### src/ultrasonic_echo_ranger_unit_defines.svh
// Assertion macros shared by the echo ranger RTL.
`ifndef ULTRASONIC_ECHO_RANGER_UNIT_DEFINES_SVH
`define ULTRASONIC_ECHO_RANGER_UNIT_DEFINES_SVH
`ifndef SYNTHESIS
// Same-cycle implication.
`define UER_ASSERT_IMPL(label, clk, rst_n, ante, cons) \
	label: assert property (@(posedge clk) disable iff (!rst_n) (ante) |-> (cons)) \
		else $error("echo ranger: same-cycle check failed");
// Next-cycle implication.
`define UER_ASSERT_NEXT(label, clk, rst_n, ante, cons) \
	label: assert property (@(posedge clk) disable iff (!rst_n) (ante) |=> (cons)) \
		else $error("echo ranger: next-cycle check failed");
`else
`define UER_ASSERT_IMPL(label, clk, rst_n, ante, cons)
`define UER_ASSERT_NEXT(label, clk, rst_n, ante, cons)
`endif
`endif

### src/uer_pkg.sv
package uer_pkg;

	// Timer width default
	localparam int TIMER_BITS_DEF = 16;

	// trigger_length register
	localparam logic [15:0] TRIG_LEN_RESET = 16'd10;
	localparam int          PADDR_W        = 3;
	localparam logic [0:0]  REG_TRIG_LEN   = 1'b0;

	// Front-to-back queue
	localparam int QUEUE_DEPTH = 2;
	localparam int QPTR_W      = $clog2(QUEUE_DEPTH);
	localparam int QCNT_W      = $clog2(QUEUE_DEPTH + 1);

	// ticks / 116 == (ticks >> 2) / 29, done as a reciprocal multiply
	localparam int            CM_X_W   = 14;
	localparam int            CM_M_W   = 15;
	localparam logic [14:0]   CM_MULT  = 15'd18079;
	localparam int            CM_SHIFT = 19;
	localparam int            CM_PROD_W = CM_X_W + CM_M_W;

	// Measurement phases
	typedef enum logic [3:0] {
		PH_IDLE = 4'b0001,
		PH_TRIG = 4'b0010,
		PH_RISE = 4'b0100,
		PH_FALL = 4'b1000
	} phase_t;

	// One tick request
	typedef struct packed {
		logic start_req;
		logic echo_level;
	} in_t;

	// One tick result
	typedef struct packed {
		logic        trigger_out;
		logic        busy_res;
		logic        done_res;
		logic [15:0] width_ticks;
		logic [14:0] width_us;
		logic [9:0]  width_cm;
		logic [15:0] overflow_count;
	} out_t;

	// Classified tick, front to back
	typedef struct packed {
		logic        trig;
		logic        busy;
		logic        done;
		logic [15:0] width;
		logic [15:0] wraps;
	} raw_t;

endpackage

### src/uer_front.sv
`include "ultrasonic_echo_ranger_unit_defines.svh"

module uer_front import uer_pkg::*; #(
	parameter int TIMER_BITS = TIMER_BITS_DEF
) (
	input  logic        clk,
	input  logic        arst_n,
	input  logic [15:0] trig_len,
	input  in_t         req,
	input  logic        req_valid,
	output logic        req_ready,
	input  logic        q_full,
	output logic        push,
	output raw_t        push_data
);

	localparam int                    CMP_W = (TIMER_BITS > 16) ? TIMER_BITS : 16;
	localparam logic [TIMER_BITS-1:0] TMAX  = '1;

	phase_t                phase_q, phase_d;
	logic [TIMER_BITS-1:0] timer_q, trig_start_q, trig_start_d, echo_start_q, echo_start_d;
	logic [TIMER_BITS-1:0] elapsed;
	logic [TIMER_BITS-1:0] pulse_len;
	logic [CMP_W-1:0]      len_ext, max_ext, len_sat;
	logic                  last_echo_q;
	logic [15:0]           wrap_q, wrap_d, width_q, width_d;
	logic                  trig, done;

	assign req_ready = !q_full;
	assign push      = req_valid && !q_full;

	// Trigger length saturated to the timer range
	assign len_ext = CMP_W'(trig_len);
	assign max_ext = CMP_W'(TMAX);
	assign len_sat = (len_ext > max_ext) ? max_ext : len_ext;
	assign elapsed = timer_q - trig_start_q;

	// Pulse width wraps at the timer width
	assign pulse_len = timer_q - echo_start_q;

	// Phase sequencing for the current tick
	always_comb begin
		phase_d      = phase_q;
		trig         = 1'b0;
		done         = 1'b0;
		trig_start_d = trig_start_q;
		echo_start_d = echo_start_q;
		width_d      = width_q;
		unique case (phase_q)
			PH_IDLE: begin
				if (req.start_req) begin
					trig_start_d = timer_q;
					trig         = 1'b1;
					phase_d      = PH_TRIG;
				end
			end
			PH_TRIG: begin
				if (CMP_W'(elapsed) >= len_sat) begin
					phase_d = PH_RISE;
				end else begin
					trig = 1'b1;
				end
			end
			PH_RISE: begin
				if (!last_echo_q && req.echo_level) begin
					echo_start_d = timer_q;
					phase_d      = PH_FALL;
				end
			end
			PH_FALL: begin
				if (last_echo_q && !req.echo_level) begin
					width_d = 16'(pulse_len);
					done    = 1'b1;
					phase_d = PH_IDLE;
				end
			end
			default: phase_d = PH_IDLE;
		endcase
	end

	// Wrap counter after this tick
	assign wrap_d = (timer_q == TMAX) ? wrap_q + 16'd1 : wrap_q;

	always_comb begin
		push_data.trig  = trig;
		push_data.busy  = (phase_d != PH_IDLE);
		push_data.done  = done;
		push_data.width = width_d;
		push_data.wraps = wrap_d;
	end

	// State advances once per accepted tick
	always_ff @(posedge clk or negedge arst_n) begin
		if (!arst_n) begin
			phase_q      <= PH_IDLE;
			timer_q      <= '0;
			trig_start_q <= '0;
			echo_start_q <= '0;
			last_echo_q  <= 1'b0;
			wrap_q       <= '0;
			width_q      <= '0;
		end else if (push) begin
			phase_q      <= phase_d;
			timer_q      <= timer_q + TIMER_BITS'(1);
			trig_start_q <= trig_start_d;
			echo_start_q <= echo_start_d;
			last_echo_q  <= req.echo_level;
			wrap_q       <= wrap_d;
			width_q      <= width_d;
		end
	end

	`UER_ASSERT_NEXT(a_done_to_idle, clk, arst_n, push && push_data.done, phase_q == PH_IDLE)
	`UER_ASSERT_IMPL(a_trig_phase, clk, arst_n, push && push_data.trig, phase_q == PH_IDLE || phase_q == PH_TRIG)
	`UER_ASSERT_NEXT(a_busy_phase, clk, arst_n, push && push_data.busy, phase_q != PH_IDLE)

endmodule

### src/uer_queue.sv
`include "ultrasonic_echo_ranger_unit_defines.svh"

module uer_queue import uer_pkg::*; (
	input  logic clk,
	input  logic arst_n,
	input  logic push,
	input  raw_t push_data,
	input  logic pop,
	output raw_t head,
	output logic full,
	output logic empty
);

	raw_t              mem_q [QUEUE_DEPTH];
	logic [QPTR_W-1:0] wr_ptr_q, rd_ptr_q;
	logic [QCNT_W-1:0] count_q;

	assign full  = (count_q == QCNT_W'(QUEUE_DEPTH));
	assign empty = (count_q == '0);
	assign head  = mem_q[rd_ptr_q];

	// Entry storage
	always_ff @(posedge clk) begin
		if (push) begin
			mem_q[wr_ptr_q] <= push_data;
		end
	end

	// Pointers and fill count
	always_ff @(posedge clk or negedge arst_n) begin
		if (!arst_n) begin
			wr_ptr_q <= '0;
			rd_ptr_q <= '0;
			count_q  <= '0;
		end else begin
			if (push) begin
				wr_ptr_q <= (wr_ptr_q == QPTR_W'(QUEUE_DEPTH - 1)) ? '0 : wr_ptr_q + QPTR_W'(1);
			end
			if (pop) begin
				rd_ptr_q <= (rd_ptr_q == QPTR_W'(QUEUE_DEPTH - 1)) ? '0 : rd_ptr_q + QPTR_W'(1);
			end
			if (push && !pop) begin
				count_q <= count_q + QCNT_W'(1);
			end else if (pop && !push) begin
				count_q <= count_q - QCNT_W'(1);
			end
		end
	end

	`UER_ASSERT_IMPL(a_no_overflow, clk, arst_n, push, count_q != QCNT_W'(QUEUE_DEPTH))
	`UER_ASSERT_IMPL(a_no_underflow, clk, arst_n, pop, count_q != '0)

endmodule

### src/uer_back.sv
module uer_back import uer_pkg::*; (
	input  logic clk,
	input  logic arst_n,
	input  raw_t head,
	input  logic empty,
	output logic pop,
	output out_t rsp,
	output logic rsp_valid,
	input  logic rsp_ready
);

	raw_t                 res_s1;
	logic [CM_PROD_W-1:0] prod, prod_s1;
	logic                 valid_s1;

	// Output register refills when empty or being drained
	assign pop  = !empty && (!valid_s1 || rsp_ready);
	assign prod = CM_PROD_W'(head.width[15:2]) * CM_PROD_W'(CM_MULT);

	always_ff @(posedge clk or negedge arst_n) begin
		if (!arst_n) begin
			valid_s1 <= 1'b0;
		end else if (pop) begin
			valid_s1 <= 1'b1;
		end else if (rsp_ready) begin
			valid_s1 <= 1'b0;
		end
	end

	always_ff @(posedge clk) begin
		if (pop) begin
			res_s1  <= head;
			prod_s1 <= prod;
		end
	end

	// Result formatting
	assign rsp_valid = valid_s1;
	always_comb begin
		rsp.trigger_out    = res_s1.trig;
		rsp.busy_res       = res_s1.busy;
		rsp.done_res       = res_s1.done;
		rsp.width_ticks    = res_s1.width;
		rsp.width_us       = res_s1.width[15:1];
		rsp.width_cm       = prod_s1[CM_SHIFT+9:CM_SHIFT];
		rsp.overflow_count = res_s1.wraps;
	end

endmodule

### src/ultrasonic_echo_ranger_unit.sv
// A result is registered first in a queue entry and then in the output register
// before it leaves as valid.
// Throughput: one request per cycle, sustained, with rsp_ready held high.
// The front state machine finishes each tick in the cycle it is accepted;
// a two-entry queue and the output register decouple it from the back end.
// Reset (arst_n low): phase idle, timer, captures, wrap count and width cleared,
// queue and output emptied, trigger_length set to 10.
module ultrasonic_echo_ranger_unit import uer_pkg::*; #(
	parameter int TIMER_BITS = TIMER_BITS_DEF
) (
	input  logic               clk,
	input  logic               arst_n,
	input  logic               psel,
	input  logic               penable,
	input  logic               pwrite,
	input  logic [PADDR_W-1:0] paddr,
	input  logic [31:0]        pwdata,
	output logic [31:0]        prdata,
	output logic               pready,
	input  in_t                req,
	input  logic               req_valid,
	output logic               req_ready,
	output out_t               rsp,
	output logic               rsp_valid,
	input  logic               rsp_ready
);

	logic [15:0] trig_len_q;
	logic        q_push, q_pop, q_full, q_empty;
	raw_t        q_in, q_head;

	// Configuration register
	assign pready = 1'b1;
	always_ff @(posedge clk or negedge arst_n) begin
		if (!arst_n) begin
			trig_len_q <= TRIG_LEN_RESET;
		end else if (psel && penable && pwrite && paddr[2] == REG_TRIG_LEN) begin
			trig_len_q <= pwdata[15:0];
		end
	end
	assign prdata = (paddr[2] == REG_TRIG_LEN) ? {16'd0, trig_len_q} : 32'd0;

	uer_front #(
		.TIMER_BITS(TIMER_BITS)
	) u_front (
		.clk       (clk),
		.arst_n    (arst_n),
		.trig_len  (trig_len_q),
		.req       (req),
		.req_valid (req_valid),
		.req_ready (req_ready),
		.q_full    (q_full),
		.push      (q_push),
		.push_data (q_in)
	);

	uer_queue u_queue (
		.clk       (clk),
		.arst_n    (arst_n),
		.push      (q_push),
		.push_data (q_in),
		.pop       (q_pop),
		.head      (q_head),
		.full      (q_full),
		.empty     (q_empty)
	);

	uer_back u_back (
		.clk       (clk),
		.arst_n    (arst_n),
		.head      (q_head),
		.empty     (q_empty),
		.pop       (q_pop),
		.rsp       (rsp),
		.rsp_valid (rsp_valid),
		.rsp_ready (rsp_ready)
	);

endmodule
### config.mk
export PLATFORM = sky130hd
export DESIGN_NAME = ultrasonic_echo_ranger_unit
export DESIGN_NICKNAME = d
export VERILOG_FILES = /design/src/uer_pkg.sv /design/src/uer_front.sv /design/src/uer_queue.sv /design/src/uer_back.sv /design/src/ultrasonic_echo_ranger_unit.sv
export VERILOG_INCLUDE_DIRS = /design/src /design/src/src
export SDC_FILE = /design/constraint.sdc
export NUM_CORES = 1
export LEC_CHECK = 0
export BUFFER_PORTS_ARGS = -buffer_cell sky130_fd_sc_hd__buf_2
export CAP_MARGIN = 10
export CORE_MARGIN = 3
export CORE_UTILIZATION = 40
export DETAILED_ROUTE_END_ITERATION = 8
export PLACE_DENSITY = 0.63
export SYNTH_ARGS = -nofsm -noshare
export SYNTH_HDL_FRONTEND = slang
export SYNTH_SLANG_ARGS = --single-unit
### constraint.sdc
create_clock -name clk -period 7.9 [get_ports clk]
set_input_delay 1.58 -clock clk [delete_from_list [all_inputs] [get_ports clk]]
set_output_delay 1.58 -clock clk [all_outputs]
set_load 0.1 [all_outputs]
# After elaboration in Yosys (flattened, before gate mapping)
# Memories as Yosys holds them, arrays and structs flattened.
# Index checks and enable logic that the tools add are counted.
# op_classes
n_addsub	8
mul	1
div	0
order_cmp	2
eq_ne	7
shifts	0
mux	23
bitwise_logic	1
n_reduce_logical	22
# ops
operator	n
$mux W16	5
$add A16 B1 Y16 const B	2
$sub A16 B16 Y16	2
$mul A14 B15 Y29 const B	1
$eq A16 B16 Y1 const B	1
$ge A16 B16 Y1	1
$gt A16 B16 Y1 const B	1
$mux W4	4
$pmux W4 S4	1
$mux W1	10
$logic_and A1 B1 Y1	9
$logic_not A1 Y1	7
$reduce_and A3 Y1	2
$eq A4 B1 Y1 const B	1
$eq A4 B2 Y1 const B	1
$eq A4 B3 Y1 const B	1
$eq A4 B4 Y1 const B	1
$mux W2	2
$ne A4 B1 Y1 const B	1
$reduce_bool A2 Y1	2
$add A1 B1 Y1 const B	2
$add A2 B1 Y2 const B	1
$eq A2 B2 Y1 const B	1
$logic_not A2 Y1	1
other kinds (4)	4
# totals
regBits	170
latch_bits	0
ramBits	70
mem_bits_ro	0
inputBits	44
elab_cells	83
n_memories	1
# memory_table
memory	words	word_bits	read_ports	rd_clocked_by_memory_dff	wr	line_no	text
u_queue.mem_q	2	35	1	0	1	uer_queue.sv:14	raw_t mem_q [QUEUE_DEPTH];

# Logic depth before layout (Yosys ltp)
# Gate-level depths: netlist of the first run.
# logic_depth
depth_word	7
mapped_depth	22

# Hierarchy
# Synthesis of the first run repeated with hierarchy kept, for this count alone.
# hier_totals
hier_cells	1324
area_unflattened_um2	15049.4
# by_module_without_submodules
module	instances	cells_each	area_each_um2	seq_area_each_um2
uer_front	1	630	5766.8	2128.3
uer_back	1	499	5517.8	1376.3
uer_queue	1	125	2862.7	2202.1
ultrasonic_echo_ranger_unit	1	70	902.1	402.9

# Worst setup path after synthesis of the first run
# Ideal clock, no wire load.
# synth_timing
path_kind	reg2reg
startpoint	register u_queue.rd_ptr_q
endpoint	register u_back.prod_s1[25], data pin
t_arrival_ps	6299
t_required_ps	7641
slack_ps	1342
path_stages_with_launch	20
synth_period_minus_slack_ps	6558
path_cell_list	dfrtp_1 -> clkbuf_1 -> clkbuf_1 -> mux2i_1 -> inv_1 -> fa_1 -> inv_1 -> fa_1 -> inv_1 -> fa_1 -> fa_1 -> fa_1 -> fa_1 -> ha_1 -> and4_1 -> a41o_1 -> a211oi_2 -> a31oi_1 -> a21oi_1 -> xnor2_1
# synth_lines
item	line_no	text
start, declared	uer_queue.sv:15	logic [QPTR_W-1:0] wr_ptr_q, rd_ptr_q;
start signal, assigned	uer_queue.sv:40	rd_ptr_q <= (rd_ptr_q == QPTR_W'(QUEUE_DEPTH - 1)) ? '0 : rd_ptr_q + QPTR_W'(1);
end signal, assigned	uer_back.sv:33	prod_s1 <= prod;
end, declared	uer_back.sv:13	logic [CM_PROD_W-1:0] prod, prod_s1;

==> results of run 1 <==
-- layout by cell type (no fill, tap or decap), types with 27 or more instances in the layout --
cell / n
ha_1: 174
inv_1: 167
edfxtp_1: 115
buf_2: 102
dfrtp_1: 102
nand2_1: 87
mux2_2: 79
nor2_1: 66
fa_1: 62
xnor2_1: 49
a21oi_1: 48
o21ai_0: 47
xor2_1: 35
clkbuf_16: 27
-- flip-flops by register name, summed over array words and instances, names as in the netlist, 11 cells and up --
register	flops
u_queue.mem_q	70
u_back.prod_s1	11
u_front.trig_start_q	16
u_front.echo_start_q	16
u_front.timer_q	16
u_back.rsp	34
trig_len_q	16
u_front.wrap_q	16
u_front.width_q	16
-- how the worst max path moves through the flow --
| stage | start | endpoint | slack (ns) | cells past startpoint |
|---|---|---|---|---|
| 3_3_place_gp | u_queue.rd_ptr_q | u_back.prod_s1[25] | 1.41 | 18 |
| 5_1_grt | u_queue.rd_ptr_q | u_back.prod_s1[28] | 0.97 | 19 |
| 4_1_cts | u_queue.rd_ptr_q | u_back.prod_s1[25] | 1.25 | 18 |
| 2_1_floorplan | u_queue.rd_ptr_q | u_back.prod_s1[25] | 1.34 | 19 |
| 3_5_place_dp | u_queue.rd_ptr_q | u_back.prod_s1[25] | 1.31 | 18 |
| 6_report | u_queue.rd_ptr_q | u_back.prod_s1[25] | 1.33 | 18 |
-- cells by family after synthesis --
kind of cell	count (synthesis)	synth area share
fa+ha+maj	236	0.236
xor+xnor	84	0.0507
simple gates	257	0.0857
compound gates	156	0.0663
other cells	2	0.000518
mux	96	0.0731
buf+inv	225	0.0668
flops	221	0.421
-- cell type report --
class,instances,area [um^2],share of cell area
clock buffer,35,746,0.0458
clock inverter,13,154,0.00945
inverter,169,634,0.0389
multi-input combinational,846,7490,0.460
sequential,221,6110,0.375
tap,461,577,0.0354
timing repair buffer,111,578,0.0355
-- routing by layer --
metal  track usage  part of all wire
met5             0                 0
met4        0.0330             0.021
met3        0.0203             0.029
met2         0.244              0.48
met1         0.188              0.46
-- Yosys cell counts, types with 5 or more instances --
| cell type | number |
|---|---|
| nand4_1 | 13 |
| buf_1 | 5 |
| o21ai_0 | 47 |
| ha_1 | 174 |
| clkbuf_1 | 16 |
| nand2b_1 | 12 |
| edfxtp_1 | 115 |
| a21oi_1 | 48 |
| xor2_1 | 35 |
| xnor2_1 | 49 |
| nor3_1 | 17 |
| fa_1 | 62 |
| nand3_1 | 20 |
| o21a_1 | 8 |
| dfrtp_1 | 103 |
| nor2b_1 | 6 |
| inv_1 | 168 |
| buf_4 | 32 |
| nor2_1 | 67 |
| and3_1 | 6 |
| nand2_1 | 87 |
| mux2i_1 | 17 |
| a21o_1 | 16 |
| a211oi_1 | 7 |
| mux2_2 | 79 |
-- worst reg2reg max path, stage by stage (launching register included) --
cell	delay (ns)
dfrtp_2	0.39
buf_4	0.25
mux2i_1	0.32
inv_1	0.23
fa_1	0.69
inv_1	0.09
fa_1	0.54
inv_1	0.06
fa_1	0.44
fa_1	0.52
fa_1	0.58
fa_1	0.42
ha_1	0.34
and4_1	0.25
a41o_1	0.25
a211oi_2	0.36
a31oi_1	0.26
a21oi_1	0.24
xnor2_1	0.10
-- metrics by stage --
stage                util  hold slack, ns
floorplan               -           0.446
global placement    0.432           0.463
detailed placement  0.432           0.476
CTS                 0.457           0.493
global route        0.457           0.513
finish              0.457           0.490
==> results.md, run 1 <==
* Antenna Nets Post-Route at 0
* Starting density of the core at 0.407
* Hold WC Path Type: register to register
* Mapped Cells at ~1300
* FMAX at about 0.15 GHz
* Layout area overhead at 12.3%
* Placed Area at ~15000 um^2
* Period utilisation layout at 0.832
* Reg2reg end: u_back.prod_s1[25]
* DRC violations left at 0
* I/O Buffers at 103
* CTS root buffer: clkbuf_16
* Worst Setup Path Type: register to register
* Largest net degree at the start of global routing at 71
* Max stage delay on crit path at 0.68 ns
* Status: finished, final reports clean
* Clock skew at 0.0117 ns
* Top cells by area, synth: edfxtp_1, dfrtp_1, ha_1, fa_1, mux2_2
* Worst-Skew Late Latency at about 0.53 ns
* Hold Crit Endpoint: u_front.wrap_q[15]
* RSZ-0062 raised after global routing: false
* Post-DP HPWL at 20.2 mm
* Final Cell Area at 16300 um^2
* FFs w/ async S/R, synth at 0.480
* Final Hold Vio Count at 0
* Via density at ~4.8
* Cell with the largest stage delay on the worst path: fa_1
* Fraction of layout cells with a size suffix above 1 at 0.181
* # H-tree levels at 1
* Clock buffer depth at 3
* Post-CTS Resized at 0
* Min-Delay Startpoint: u_front.wrap_q[15]
* Chip width at 196 um
* Vias at around 9000
* Fill cells at around 3300
* Post-CTS setup buffers at 0
* CP top delay family: adder cells
* Crit start category: register
* Least-Margin Pin Slew at about 1.1 ns
* Total core area at about 36000 um^2
* Final worst slack at between 1 and 1.5 ns
* Clock Sinks at 221
* WL per Instance at around 14 um
* Synth top area share at 0.238
* Max Cap Viol at 0
* Final wirelength at ~27 mm
* RR Startpoint: u_queue.rd_ptr_q
* Area leader, netlist: edfxtp_1
* Clock slew at reported path FFs at 0.06 ns
* Crit path buf inv count at 4
* Max_slew headroom at 0.276
* Peak fanout along the critical path at 14
* Global-route wire length before repair at approximately 45 mm
* Required time worst endpoint at a little over 8 ns
* Synth warnings at 0
* Final cell count without fillers at 1856
* Placement Setup Slack at approximately 1.3 ns
* Ports at about 140
* Nets at between 1500 and 2000
* Die area at about 39000 um^2
* DP Cell Count at between 1500 and 2000
* Die height at between 150 and 200 um
* CP cell instances: buf_4 -> mux2i_1 -> inv_1 -> fa_1 -> inv_1 -> fa_1 -> inv_1 -> fa_1 -> fa_1 -> fa_1 -> fa_1 -> ha_1 -> and4_1 -> a41o_1 -> a211oi_2 -> a31oi_1 -> a21oi_1 -> xnor2_1
* Hold Crit Depth at 1
* Avg Cell Area, Syn at 11.4 um^2
* Post-synth EDFFs at approximately 120
* CTS Hold Bufs at 0
* CP dominant cell by count: fa_1
* CP arrival at a little under 7 ns
* GRT Overall Usage at 0.141
* Setup violators final at 0
* Gp weighted congestion at 0.836
* Congestion Overflow GR at 0
* First-pass iteration count of the detailed router at 4
* Initial antenna violation count at 0
* CTS Buf Count at 27
* Max-slew violations at 0
* Register-to-Register Path Depth at 18
* Netlist cell types at between 60 and 70
* Setup TNS at 0 ns
* Setup crit end kind: register
* Sequential share of the synthesized area at 0.421
* Worst reg2reg setup slack at roughly 1.3 ns
* Placement Rows at ~70
* Vias in the first global route at approximately 9200
* Synthesized flop and latch total at about 220
* Mapped Area at around 15000 um^2
* N_diodes at 0
* Period minus WS final at roughly 6.6 ns
* Prevailing post-synth register cell: edfxtp_1
* TritonCTS clock tree: done
* DRT iter0 DRCs at 364
Power of run 1 is left out: the tool's default activity adds up to more than one toggle a clock period on the data nets, which glitch-free logic cannot reach.
==> run 2, diff against run 1 <==
--- a/config.mk
+++ b/config.mk
@@ -6,12 +6,13 @@
 export SDC_FILE = /design/constraint.sdc
 export NUM_CORES = 1
 export LEC_CHECK = 0
+export ABC_AREA = 1
 export BUFFER_PORTS_ARGS = -buffer_cell sky130_fd_sc_hd__buf_2
 export CAP_MARGIN = 10
 export CORE_MARGIN = 3
 export CORE_UTILIZATION = 40
 export DETAILED_ROUTE_END_ITERATION = 8
-export PLACE_DENSITY = 0.63
+export PLACE_DENSITY = 0.62
 export SYNTH_ARGS = -nofsm -noshare
 export SYNTH_HDL_FRONTEND = slang
 export SYNTH_SLANG_ARGS = --single-unit
==> constraint.sdc (replaced) <==
create_clock -name clk -period 6.05 [get_ports clk]
set_input_delay 1.21 -clock clk [delete_from_list [all_inputs] [get_ports clk]]
set_output_delay 1.21 -clock clk [all_outputs]
set_load 0.1 [all_outputs]
==> run 2 against run 1 <==
Effect of this change: via count rose by 25%; final area rose by 6.2%; maximum frequency rose by 15%; critical path type unchanged; critical endpoint is now u_back.prod_s1[26].
==> results.md, run 2 <==
* Max reg flops at 70 (unchanged)
* Least-Margin Pin Slew at 1.09 ns (+0.00902 ns)
* Total core area at 37800 um^2 (+5.9%)
* Vias in the first global route at 11500 (+26%)
* GRT Overall Usage at 0.163 (+0.0220)
* Max_slew headroom at 0.270 (-0.00603)
* Global-route wire length before repair at 55.0 mm (+22%)
* Synth top area share at 0.225 (-0.0134)
* Nets at 2109 (+27%)
* Most common cell after layout, fill and taps aside: nand2_1
* Mapped Area at 15400 um^2 (+6.0%)
* Initial antenna violation count at 1 (+1)
* DRC violations left at 0 (unchanged)
* Worst-Skew Late Latency at 0.56 ns (+0.03 ns)
* Period utilisation layout at 0.948 (+0.116)
* Ports at 139 (unchanged)
* Netlist cell types at 45 (-27%)
* Sequential share of the synthesized area at 0.398 (-0.0237)
* Layout area overhead at 12.6%
* Largest net degree at the start of global routing at 63 (-11%)
* # H-tree levels at 1 (unchanged)
* Setup violators final at 0 (unchanged)
* Area leader, netlist: edfxtp_1
* Synth warnings at 0 (unchanged)
* Worst Setup Path Type: register to register
* Max Cap Viol at 0 (unchanged)
* Fill cells at 3675 (+11%)
* I/O Buffers at 103 (unchanged)
* Required time worst endpoint at 6.34 ns (-1.83 ns)
* Avg Cell Area, Syn at 8.92 um^2 (-21%)
* RR Startpoint: u_queue.rd_ptr_q
* Worst reg2reg setup slack at 0.32 ns (-1.01 ns)
* Hold WC Path Type: register to register
* Die area at 40800 um^2 (+5.8%)
* Most frequent cells in the layout: nand2_1, inv_1, ha_1
* Final Hold Vio Count at 0 (unchanged)
* CTS Hold Bufs at 0 (unchanged)
* FMAX at 0.174 GHz (+15%)
* TritonCTS clock tree: done
* Congestion Overflow GR at 0 (unchanged)
* Reg2reg end: u_back.prod_s1[26]
* Clock buffer depth at 3 (unchanged)
* Vias at 11200 (+25%)
* FFs w/ async S/R, synth at 0.480 (unchanged)
* Chip width at 202 um (+2.8%)
* Via density at 4.76 (-1.6%)
* Register-to-Register Path Depth at 26 (+8)
* Critical Path Source: u_queue.rd_ptr_q
* Status: finished, final reports clean
* Antenna Nets Post-Route at 0 (unchanged)
* CTS root buffer: clkbuf_16
* Mapped Cells at 1723 (+35%)
* Max-slew violations at 0 (unchanged)
* CTS Buf Count at 27 (unchanged)
* Setup crit end kind: register
* Synthesized flop and latch total at 221 (unchanged)
* Most common cell in the netlist: nand2_1
* RSZ-0062 raised after global routing: false
* Most flop-heavy register: u_queue.mem_q
* Critical Path Sink: u_back.prod_s1[26]
* Placement Rows at 71 (+2.9%)
* Fraction of layout cells with a size suffix above 1 at 0.118 (-0.0623)
* Prevailing post-synth register cell: edfxtp_1
* Starting density of the core at 0.407 (about the same)
* WL per Instance at 13.9 um (-3.5%)
* Period minus WS final at 5.73 ns (-0.837 ns)
* Post-DP HPWL at 25.4 mm (+26%)
* Final wirelength at 32.7 mm (+23%)
* Peak fanout along the critical path at 13 (-1)
* Gp weighted congestion at 0.884 (+5.7%)
* Clock slew at reported path FFs at 0.06 ns (about the same)
* Top cells by area, synth: edfxtp_1, dfrtp_1, ha_1, nand2_1, fa_1
* Clock Sinks at 221 (unchanged)
* Die height at 202 um (+2.8%)
* Post-synth EDFFs at 115 (unchanged)
* Synth cell count leaders: nand2_1, inv_1, ha_1
* First-pass iteration count of the detailed router at 5 (+1)
* Crit start category: register
* Setup TNS at 0 ns (unchanged)
* DRT iter0 DRCs at 446 (+23%)
* CP arrival at 6.02 ns (-0.82 ns)
* Clock skew at 0.0374 ns (+0.0257 ns)
[run 2: how the worst min path moves through the flow]
stage | from | endpoint | slack [ns] | depth (start not counted)
5_1_grt | u_front.width_q[15] | u_front.width_q[15] | 0.49 | 2
2_1_floorplan | u_front.width_q[10] | u_front.width_q[10] | 0.44 | 2
3_5_place_dp | u_front.width_q[14] | u_front.width_q[14] | 0.46 | 2
6_report | u_front.width_q[15] | u_front.width_q[15] | 0.48 | 2
4_1_cts | u_front.width_q[14] | u_front.width_q[14] | 0.48 | 2
3_3_place_gp | u_front.width_q[11] | u_front.width_q[11] | 0.45 | 2
[run 2: layer usage]
layer,wire [um],global-route usage,part of all wire,up-vias
li1,-,-,-,5727
met1,14200,0.197,0.43,5331
met2,16600,0.298,0.51,133
met3,969,0.0219,0.030,51
met4,937,0.0571,0.029,0
met5,0,0,0,-
[run 2: critical path, stage by stage (launching register included)]
cell,delay (ns)
dfrtp_2,0.41
inv_4,0.10
or2_2,0.28
o21ai_0,0.12
inv_1,0.13
fa_1,0.60
nand2_1,0.06
inv_1,0.09
nor2_1,0.07
ha_1,0.28
inv_1,0.06
fa_1,0.54
inv_1,0.06
fa_1,0.50
fa_1,0.58
fa_1,0.43
ha_1,0.35
nand2_1,0.12
nor2_1,0.05
nand2_1,0.08
inv_1,0.04
a21oi_1,0.14
nand2_1,0.14
nand2_1,0.12
nand2_1,0.05
nand2_1,0.06
nand2_1,0.04
[run 2: per-stage QoR]
stage	utilization	std cells	setup WS, ns	area (um^2)	hold WS, ns
6_report	0.458	2362	0.315	17300	0.478
5_1_grt	0.458	2361	0.00167	17300	0.493
4_1_cts	0.457	2357	0.110	17200	0.478
3_5_place_dp	0.434	2307	0.0808	16400	0.462
3_3_place_gp	0.434	2307	0.170	16400	0.454
2_1_floorplan	-	1738	0.412	15400	0.442
[run 2: cells by family (layout without fill, tap and decap cells)]
family / after synthesis / after routing / share of synthesized area
AND/OR/NAND/NOR: 657 / 657 / 0.181
buffers and inverters: 340 / 452 / 0.0919
adder cells (fa/ha/maj): 236 / 236 / 0.222
flip-flops: 221 / 221 / 0.398
AO/OA/AOI/OAI: 214 / 214 / 0.0752
XOR/XNOR: 53 / 53 / 0.0317
other: 2 / 18 / 0.000489
[run 2: timing repair]
action                                 in CTS  in global routing
setup buffers                               0                  3
endpoints found under the hold margin       0                  0
setup endpoints to repair                   0                 10
resized for setup                           0                  8
[run 2: area by class of cell]
type,count,area [um^2],area share
inverters,278,1050,0.0605
clock buffers,33,698,0.0404
clock inverters,17,175,0.0101
multi-input cells,1177,7950,0.459
well taps,511,639,0.0370
diodes,1,2.50,0.000145
repair buffers,124,683,0.0395
flip-flops and latches,221,6110,0.353
Power of run 2 is left out for the same reason.
